`src/rtl/core/sfd_pkg.sv`:
```
// Package for the serial frame deframer: phase encoding, byte constants
// and the frame result structure. No dependencies.
package sfd_pkg;

    localparam int STORE_DEPTH = 9;
    localparam int IDX_W       = 4;
    localparam int BYTE_W      = 8;

    localparam logic [BYTE_W-1:0] MARKER_RESET = 8'h58;  // 'X'
    localparam logic [BYTE_W-1:0] DIGIT_ZERO   = 8'h30;  // '0'
    localparam logic [BYTE_W-1:0] DIGIT_NINE   = 8'h39;  // '9'

    localparam logic [IDX_W-1:0] STORE_LAST_IDX = IDX_W'(STORE_DEPTH);

    typedef logic [BYTE_W-1:0] byte_t;
    typedef logic [IDX_W-1:0]  idx_t;
    typedef logic [STORE_DEPTH-1:0][BYTE_W-1:0] store_t;

    typedef enum logic [2:0] {
        PH_HUNT = 3'd0,
        PH_CMD  = 3'd1,
        PH_LEN  = 3'd2,
        PH_PAY  = 3'd3,
        PH_TAIL = 3'd4
    } phase_t;

    typedef struct packed {
        byte_t  command;
        idx_t   payload_len;
        store_t payload;
    } frame_t;

endpackage

```
`src/rtl/core/sfd_parser.sv`:
```
// Frame parser state machine: phase, held command, payload store and counters.
// Depends on sfd_pkg.
module sfd_parser (
    input  logic           aclk,
    input  logic           aresetn,
    input  logic           byte_accept,
    input  sfd_pkg::byte_t rx_byte,
    input  sfd_pkg::byte_t frame_marker,
    output logic           frame_done,
    output sfd_pkg::frame_t frame
);
    import sfd_pkg::*;

    phase_t phase_reg, phase_next;
    byte_t  cmd_reg, cmd_next;
    store_t store_reg, store_next;
    idx_t   widx_reg, widx_next;
    idx_t   left_reg, left_next;
    idx_t   left_dec;
    logic   is_digit;

    assign is_digit = (rx_byte >= DIGIT_ZERO) && (rx_byte <= DIGIT_NINE);
    assign left_dec = (left_reg != '0) ? left_reg - idx_t'(1) : left_reg;

    // next state
    always_comb begin
        phase_next = phase_reg;
        cmd_next   = cmd_reg;
        store_next = store_reg;
        widx_next  = widx_reg;
        left_next  = left_reg;
        if (byte_accept) begin
            case (phase_reg)
                PH_CMD: begin
                    cmd_next   = rx_byte;
                    phase_next = PH_LEN;
                end
                PH_LEN: begin
                    if (is_digit) begin
                        // '0'..'9' map to their low nibble
                        left_next  = rx_byte[IDX_W-1:0];
                        widx_next  = '0;
                        phase_next = (rx_byte[IDX_W-1:0] == '0) ? PH_TAIL : PH_PAY;
                    end else begin
                        phase_next = PH_HUNT;
                    end
                end
                PH_PAY: begin
                    if (widx_reg < STORE_LAST_IDX) begin
                        store_next[widx_reg] = rx_byte;
                        widx_next            = widx_reg + idx_t'(1);
                    end
                    left_next = left_dec;
                    if ((left_dec == '0) || (widx_next >= STORE_LAST_IDX)) begin
                        phase_next = PH_TAIL;
                    end
                end
                PH_TAIL: begin
                    if (rx_byte == frame_marker) begin
                        phase_next = PH_HUNT;
                    end
                end
                default: begin
                    phase_next = (rx_byte == frame_marker) ? PH_CMD : PH_HUNT;
                end
            endcase
        end
    end

    // outputs
    always_comb begin
        frame_done        = byte_accept && (phase_reg == PH_TAIL) && (rx_byte == frame_marker);
        frame.command     = cmd_reg;
        frame.payload_len = widx_reg;
        frame.payload     = store_reg;
    end

    always_ff @(posedge aclk) begin
        if (!aresetn) begin
            phase_reg <= PH_HUNT;
            cmd_reg   <= '0;
            store_reg <= '0;
            widx_reg  <= '0;
            left_reg  <= '0;
        end else begin
            phase_reg <= phase_next;
            cmd_reg   <= cmd_next;
            store_reg <= store_next;
            widx_reg  <= widx_next;
            left_reg  <= left_next;
        end
    end

endmodule

```
`src/rtl/core/serial_frame_deframer.sv`:
```
// Serial frame deframer top level: marker register, parser and result register.
// Depends on sfd_pkg and sfd_parser.
//
// Usage:
//   s_ channel carries one received byte per beat (s_valid/s_ready).
//   m_ channel carries one decoded frame per beat: command, payload length
//   and all nine payload store bytes (bytes past the length keep older data).
//   A frame is marker, command, ASCII length digit, payload bytes, marker;
//   non-marker bytes after the payload are skipped.
//   cfg_wr_en/cfg_wr_data write the frame marker (reset value 'X'); write only
//   while idle.
// Throughput: one byte per cycle (single parser update) unless m_ready stalls.
// Latency: the frame beat is valid the cycle after the closing marker beat.
// Reset (aresetn low, synchronous): parser hunts for a marker, store and
//   counters clear, result register empties.
// Stall: while a frame waits and m_ready is low, s_ready is low; when the
//   frame is taken a new byte is accepted in the same cycle.
module serial_frame_deframer (
    input  logic           aclk,
    input  logic           aresetn,
    input  logic           cfg_wr_en,
    input  sfd_pkg::byte_t cfg_wr_data,
    input  logic           s_valid,
    output logic           s_ready,
    input  sfd_pkg::byte_t s_rx_byte,
    output logic           m_valid,
    input  logic           m_ready,
    output sfd_pkg::byte_t m_command,
    output sfd_pkg::idx_t  m_payload_len,
    output sfd_pkg::byte_t m_payload_0,
    output sfd_pkg::byte_t m_payload_1,
    output sfd_pkg::byte_t m_payload_2,
    output sfd_pkg::byte_t m_payload_3,
    output sfd_pkg::byte_t m_payload_4,
    output sfd_pkg::byte_t m_payload_5,
    output sfd_pkg::byte_t m_payload_6,
    output sfd_pkg::byte_t m_payload_7,
    output sfd_pkg::byte_t m_payload_8
);
    import sfd_pkg::*;

    byte_t  marker_reg;
    logic   out_valid_reg, out_valid_next;
    frame_t out_reg;
    logic   byte_accept;
    logic   frame_done;
    frame_t frame;

    assign s_ready     = !out_valid_reg || m_ready;
    assign byte_accept = s_valid && s_ready;

    sfd_parser u_parser (
        .aclk         (aclk),
        .aresetn      (aresetn),
        .byte_accept  (byte_accept),
        .rx_byte      (s_rx_byte),
        .frame_marker (marker_reg),
        .frame_done   (frame_done),
        .frame        (frame)
    );

    always_comb begin
        out_valid_next = out_valid_reg;
        if (frame_done) begin
            out_valid_next = 1'b1;
        end else if (m_ready) begin
            out_valid_next = 1'b0;
        end
    end

    always_ff @(posedge aclk) begin
        if (!aresetn) begin
            marker_reg    <= MARKER_RESET;
            out_valid_reg <= 1'b0;
        end else begin
            if (cfg_wr_en) begin
                marker_reg <= cfg_wr_data;
            end
            out_valid_reg <= out_valid_next;
        end
    end

    // result payload, no reset needed
    always_ff @(posedge aclk) begin
        if (frame_done) begin
            out_reg <= frame;
        end
    end

    assign m_valid       = out_valid_reg;
    assign m_command     = out_reg.command;
    assign m_payload_len = out_reg.payload_len;
    assign m_payload_0   = out_reg.payload[0];
    assign m_payload_1   = out_reg.payload[1];
    assign m_payload_2   = out_reg.payload[2];
    assign m_payload_3   = out_reg.payload[3];
    assign m_payload_4   = out_reg.payload[4];
    assign m_payload_5   = out_reg.payload[5];
    assign m_payload_6   = out_reg.payload[6];
    assign m_payload_7   = out_reg.payload[7];
    assign m_payload_8   = out_reg.payload[8];

endmodule

```
`config.mk`:
```
export PLATFORM = sky130hd
export DESIGN_NAME = serial_frame_deframer
export DESIGN_NICKNAME = d
export VERILOG_FILES = /design/src/rtl/core/sfd_pkg.sv /design/src/rtl/core/sfd_parser.sv /design/src/rtl/core/serial_frame_deframer.sv
export SDC_FILE = /design/constraint.sdc
export NUM_CORES = 1
export LEC_CHECK = 0
export BUFFER_PORTS_ARGS = -buffer_cell sky130_fd_sc_hd__buf_4
export CORE_MARGIN = 2
export CORE_UTILIZATION = 58
export CTS_BUF_LIST = sky130_fd_sc_hd__clkbuf_4 sky130_fd_sc_hd__clkbuf_8
export DETAILED_ROUTE_END_ITERATION = 10
export GPL_ROUTABILITY_DRIVEN = 0
export PLACE_DENSITY = 0.92
export SLEW_MARGIN = 20
export SYNTH_ARGS = -nofsm -noshare
export SYNTH_HDL_FRONTEND = slang
export SYNTH_SLANG_ARGS = --single-unit
```
`constraint.sdc`:
```
create_clock -name aclk -period 4.5 [get_ports aclk]
set_input_delay 0.45 -clock aclk [delete_from_list [all_inputs] [get_ports aclk]]
set_output_delay 0.45 -clock aclk [all_outputs]
set_load 0.01 [all_outputs]
```
---- Word level (Yosys, flattened, before mapping) ----
Index checks and enable logic that the tools add are counted.
storage, ports and cells
  register bits ........................... 184
  bits in latches ......................... 0
  bits in writable memories ............... 0
  ROM bits ................................ 0
  bits of input ports ..................... 21
  output and inout bits ................... 86
  word-level logic and storage cells ...... 78
  memories ................................ 0
operators by class
  add/sub/neg operators ................... 2
  $mul .................................... 0
  divide/modulo/power cells ............... 0
  order comparisons ....................... 6
  eq/ne operators ......................... 8
  shifts and indexed selects .............. 0
  multiplexer cells ....................... 19
  bitwise gates (word level) .............. 0
  reduce and logical (&&, ||, !) cells .... 17
operators by type and width
  operator               count
  $bwmux W72             1
  $demux W8 S4           1
  $mux W4                6
  $pmux W4 S2            2
  $mux W3                4
  $pmux W3 S4            1
  $reduce_and A3 Y1      3
  $eq A8 B8 Y1           1
  $ge A8 B6 Y1 const B   1
  $le A8 B6 Y1 const B   1
  $logic_not A4 Y1       2
  $mux W8                1
  $eq A3 B2 Y1 const B   2
  $ne A2 B1 Y1 const B   3
  $logic_and A1 B1 Y1    5
  $lt A4 B5 Y1 const B   1
  $add A4 B1 Y4 const B  1
  $ge A4 B1 Y1 const B   1
  $ge A4 B4 Y1 const B   1
  $lt A4 B4 Y1 const B   1
  $reduce_bool A2 Y1     2
  $reduce_bool A4 Y1     1
  $sub A4 B1 Y4 const B  1
  $eq A3 B1 Y1 const B   1
  other kinds (5)        8

---- Logic depth before layout (Yosys ltp) ----
  depth in word-level cells ............... 8
  depth in mapped cells ................... 8
  gate-level depth less buffers ........... 7

---- By module ----
From an unflattened synthesis, not the netlist that was laid out.
unflattened totals
  cell total of the unflattened synthesis .. 584
  area total of the unflattened synthesis .. 6,782.8 um^2
modules (own cells, without submodules)
  module                 instances  cells each  area an instance (um^2)  seq. area each (um^2)
  sfd_parser             1          470         3,922.5                  1,821.7
  serial_frame_deframer  1          114         2,860.2                  2,702.6

---- Least setup slack after synthesis ----
Ideal clock, no wire load.
  path kind ............................... in2reg
  start point ............................. input port m_ready
  end point ............................... register out_reg (netlist bit m_command[0]), enable pin
  setup time .............................. 0.453 ns
  arrival ................................. 3.032 ns
  required time ........................... 4.047 ns
  path slack .............................. 1.015 ns
  cell stages on the path ................. 4
  buffers on the path ..................... 1
  path through ............................ nor2b_1 > clkbuf_1 > nor2_1 > and3_1
between the ends
  longest elaborated chain between the ends .. 4
ends and longest elaborated chain
  item                               RTL line                     RTL
  start, declared                    serial_frame_deframer.sv:27  input logic m_ready,
  $logic_or A1 B1 Y1                 serial_frame_deframer.sv:49  assign s_ready = !out_valid_reg || m_ready;
  $logic_and A1 B1 Y1                serial_frame_deframer.sv:50  assign byte_accept = s_valid && s_ready;
  $logic_and A1 B1 Y1 (2 in series)  sfd_parser.sv:72             frame_done = byte_accept && (phase_reg == PH_TAIL) && (rx_byte == frame_marker);
  via frame_done                     serial_frame_deframer.sv:46  logic frame_done;
  end signal, assigned               serial_frame_deframer.sv:86  out_reg <= frame;
  end, declared                      serial_frame_deframer.sv:44  frame_t out_reg;
The timed path passes the listed nets, and every way through them passes these cells.
A chain may end at the register's enable or synchronous reset.

---- Worst setup path after layout ----
  start point ............................. register out_valid_reg, in the netlist m_valid
  end point ............................... register out_reg (netlist bit m_payload_2[7]), enable pin
between the ends
  longest elaborated chain between the ends .. 5
ends and longest elaborated chain
  item                               RTL line                     RTL
  start, declared                    serial_frame_deframer.sv:43  logic out_valid_reg, out_valid_next;
  start signal, assigned             serial_frame_deframer.sv:79  out_valid_reg <= out_valid_next;
  $logic_not A1 Y1                   serial_frame_deframer.sv:49
  $logic_or A1 B1 Y1                 serial_frame_deframer.sv:49
  $logic_and A1 B1 Y1                serial_frame_deframer.sv:50
  $logic_and A1 B1 Y1 (2 in series)  sfd_parser.sv:72
  via frame_done                     serial_frame_deframer.sv:46
The timed path passes the listed nets, and every way through them passes these cells.

==> metrics <==
Routed Antenna Nets=0; DRT Wirelength=14,820 um; Vias=4,910; syn nets=614; layout cell share with drive strength beyond 1=21.74%; core area=11,320 um2; setup slack, reg-to-reg=1.82 ns; Leakage Power=2.971 nW; drt drc=0; hold_buf cts=0; initial drt markers=374; Design Power=2.864 mW; initial antenna violation count=0; Area contributors post-synth=edfxtp_1 38%, dfxtp_1 30%, a21oi_1 5.9%, nand3_1 5.6%, nand2_1 5.3%; Worst setup SP type=register; Relative slew margins=33.20%; Worst-path clk slew=0.09 ns; Setup violations, final=0; Critical Path AT=2.83 ns; unrepaired setup endpoints after global routing=false; clock buffer depth=2; Max Slew Vio Count=0; max FFs per register=72; r2r startpoint=m_valid; commonest non-fill, non-tap cells in the layout=109 x buf_4, 100 x dfxtp_1, 93 x nand2_1; PwrDens=363.1 nW/um2; initial core utilization=58.70%; post-CTS setup buffer count=0; Hold Crit Class=input pin to register; commonest non-fill, non-tap cell in the layout=buf_4; Synth cell types=44; Post-synth EDFFs=84; hold path start=cfg_wr_data[6]; fin nets=704; slowest library cell on the worst path=nor2_1; status=completed; PostCTS Resize Cnt=0; slew of the pin with the lowest slew margin=0.9983 ns; Hold Violations, Final=0; gr ovfl total=0; Mapped Area=6645 um2; CTS Root Cell=clkbuf_8; WL/cell=17.79 um; HPWL after DPL=9549 um; Area Growth Syn to Fin=18.72%; IO buf count=106; crit-path cells=nor2b_1 -> nor2_1 -> and3_4 -> buf_12; Setup Crit Path Kind=register to register; Vias/cell=5.894; fmax=373.7 MHz; Worst Path Required=4.65 ns; die height=111.0 um; R2R cell count=4; final setup TNS=0 ns; crit path max fanout=48; Clock Latency Late Sink=0.46 ns; period utilization=59.46%; CTS tree=done; Die Area=12,330 um2; worst vdd ir=202.7 uV; Synth top area share=37.96%; #FFs+latches synth=184; Worst Hold Path Cells=3; GRT Util Overall=24.04%; area leader, netlist=edfxtp_1; Max stage delay on crit path=0.79 ns; Post-Synthesis Cells=587; Sink Count=184; fin area=7889 um2; Die Wd=111.0 um; max_cap viols=0; first-pass GRT wire length=23,030 um; Reg2Reg Capture Point=m_payload_2[7]; row count=39; sequential area share after synthesis=68.09%; htree depth=4; largest net degree at the start of global routing=86; vias in the first global route=4,676; ys async rst share=0%; n_diodes=0; Yosys warnings=0; hold endpoint=marker_reg[6]; crit end category=register; syn avg cell area=11.32 um2; ys flop type=dfxtp_1; Detailed Routing Iterations Pass 1=5; Placed Area=7490 um2; fin crit period=2.676 ns; CTS Buf Count=17; num ports=107; clock skew=0.008172 ns
## synthesized netlist by cell type (all sizes together), types with 2 or more instances
cell type / n
nand4: 4
dfxtp: 100
a221oi: 2
xnor2: 8
and3: 3
edfxtp: 84
nor4: 2
nand3: 74
ha: 6
nor3b: 2
nor2: 24
inv: 10
nand2b: 3
nor2b: 2
clkbuf: 35
nand3b: 2
a211oi: 2
nor3: 5
buf: 4
o21ai: 9
mux2i: 17
a21oi: 80
nand2: 93
a211o: 2
## power breakdown
part | switching (mW) | internal (mW) | leakage, nW | total (mW)
Combinational | 0.0557 | 0.0288 | 1.09 | 0.0846
Clock | 0.574 | 0.461 | 0.174 | 1.03
Sequential | 0.00682 | 1.74 | 1.71 | 1.74
Total | 0.637 | 2.23 | 2.97 | 2.86
## per-stage QoR
stage          utilization (%)  setup WS [ns]  hold slack, ns  std cells
2_1_floorplan                -          1.015          0.4080        587
3_3_place_gp             66.16          1.712          0.4146        800
3_5_place_dp             66.16          1.621          0.4154        800
4_1_cts                  69.51          1.717          0.1829        832
5_1_grt                  69.68          1.634          0.1940        833
6_report                 69.68          1.824          0.2045        833
## critical path, delay by kind of cell, from the launching register on
family                 cells  cell delay, ns
buffers and inverters      1            0.31
DFF                        1            0.32
and+or+nand+nor            3            1.70
## how the worst max path moves through the flow
stage / slack (ns) / endpoint / cells past startpoint / from
global placement: 1.71 / m_payload_6[1] / 4 / m_ready
global route: 1.63 / m_payload_len[2] / 4 / m_valid
detailed placement: 1.62 / m_payload_6[3] / 4 / s_valid
finish: 1.82 / m_payload_2[7] / 4 / m_valid
floorplan: 1.01 / m_command[0] / 4 / m_ready
CTS: 1.72 / m_payload_len[2] / 3 / m_valid
## kinds of logic (layout without fill, tap and decap cells)
| family | Yosys count | count (layout) | synth area share [%] |
|---|---|---|---|
| muxes | 17 | 17 | 2.561 |
| adders and majority gates | 6 | 6 | 1.130 |
| DFF | 184 | 184 | 68.09 |
| buffers and inverters | 49 | 152 | 2.937 |
| AOI/OAI and AO/OA | 103 | 103 | 8.586 |
| xor gates and xnor gates | 9 | 9 | 1.186 |
| and+or+nand+nor | 219 | 219 | 15.52 |
## layout make-up
type / count / area (um2)
Fill cell: 779 / 3432
Clock buffer: 19 / 255.2
Tap cell: 143 / 178.9
Sequential cell: 184 / 4524
Multi-Input combinational cell: 354 / 1931
Inverter: 10 / 37.54
Clock inverter: 13 / 123.9
Timing Repair Buffer: 110 / 838.3
## layer usage
| metal | up-vias | track usage, % | routed length (um) |
|---|---|---|---|
| met5 | - | 0 | 0 |
| li1 | 2255 | - | - |
| met3 | 59 | 6.889 | 1243 |
| met4 | 0 | 12.35 | 582 |
| met2 | 302 | 40.65 | 7466 |
| met1 | 2294 | 28.02 | 5531 |
No activity file was read; power rests on OpenSTA's default activity.
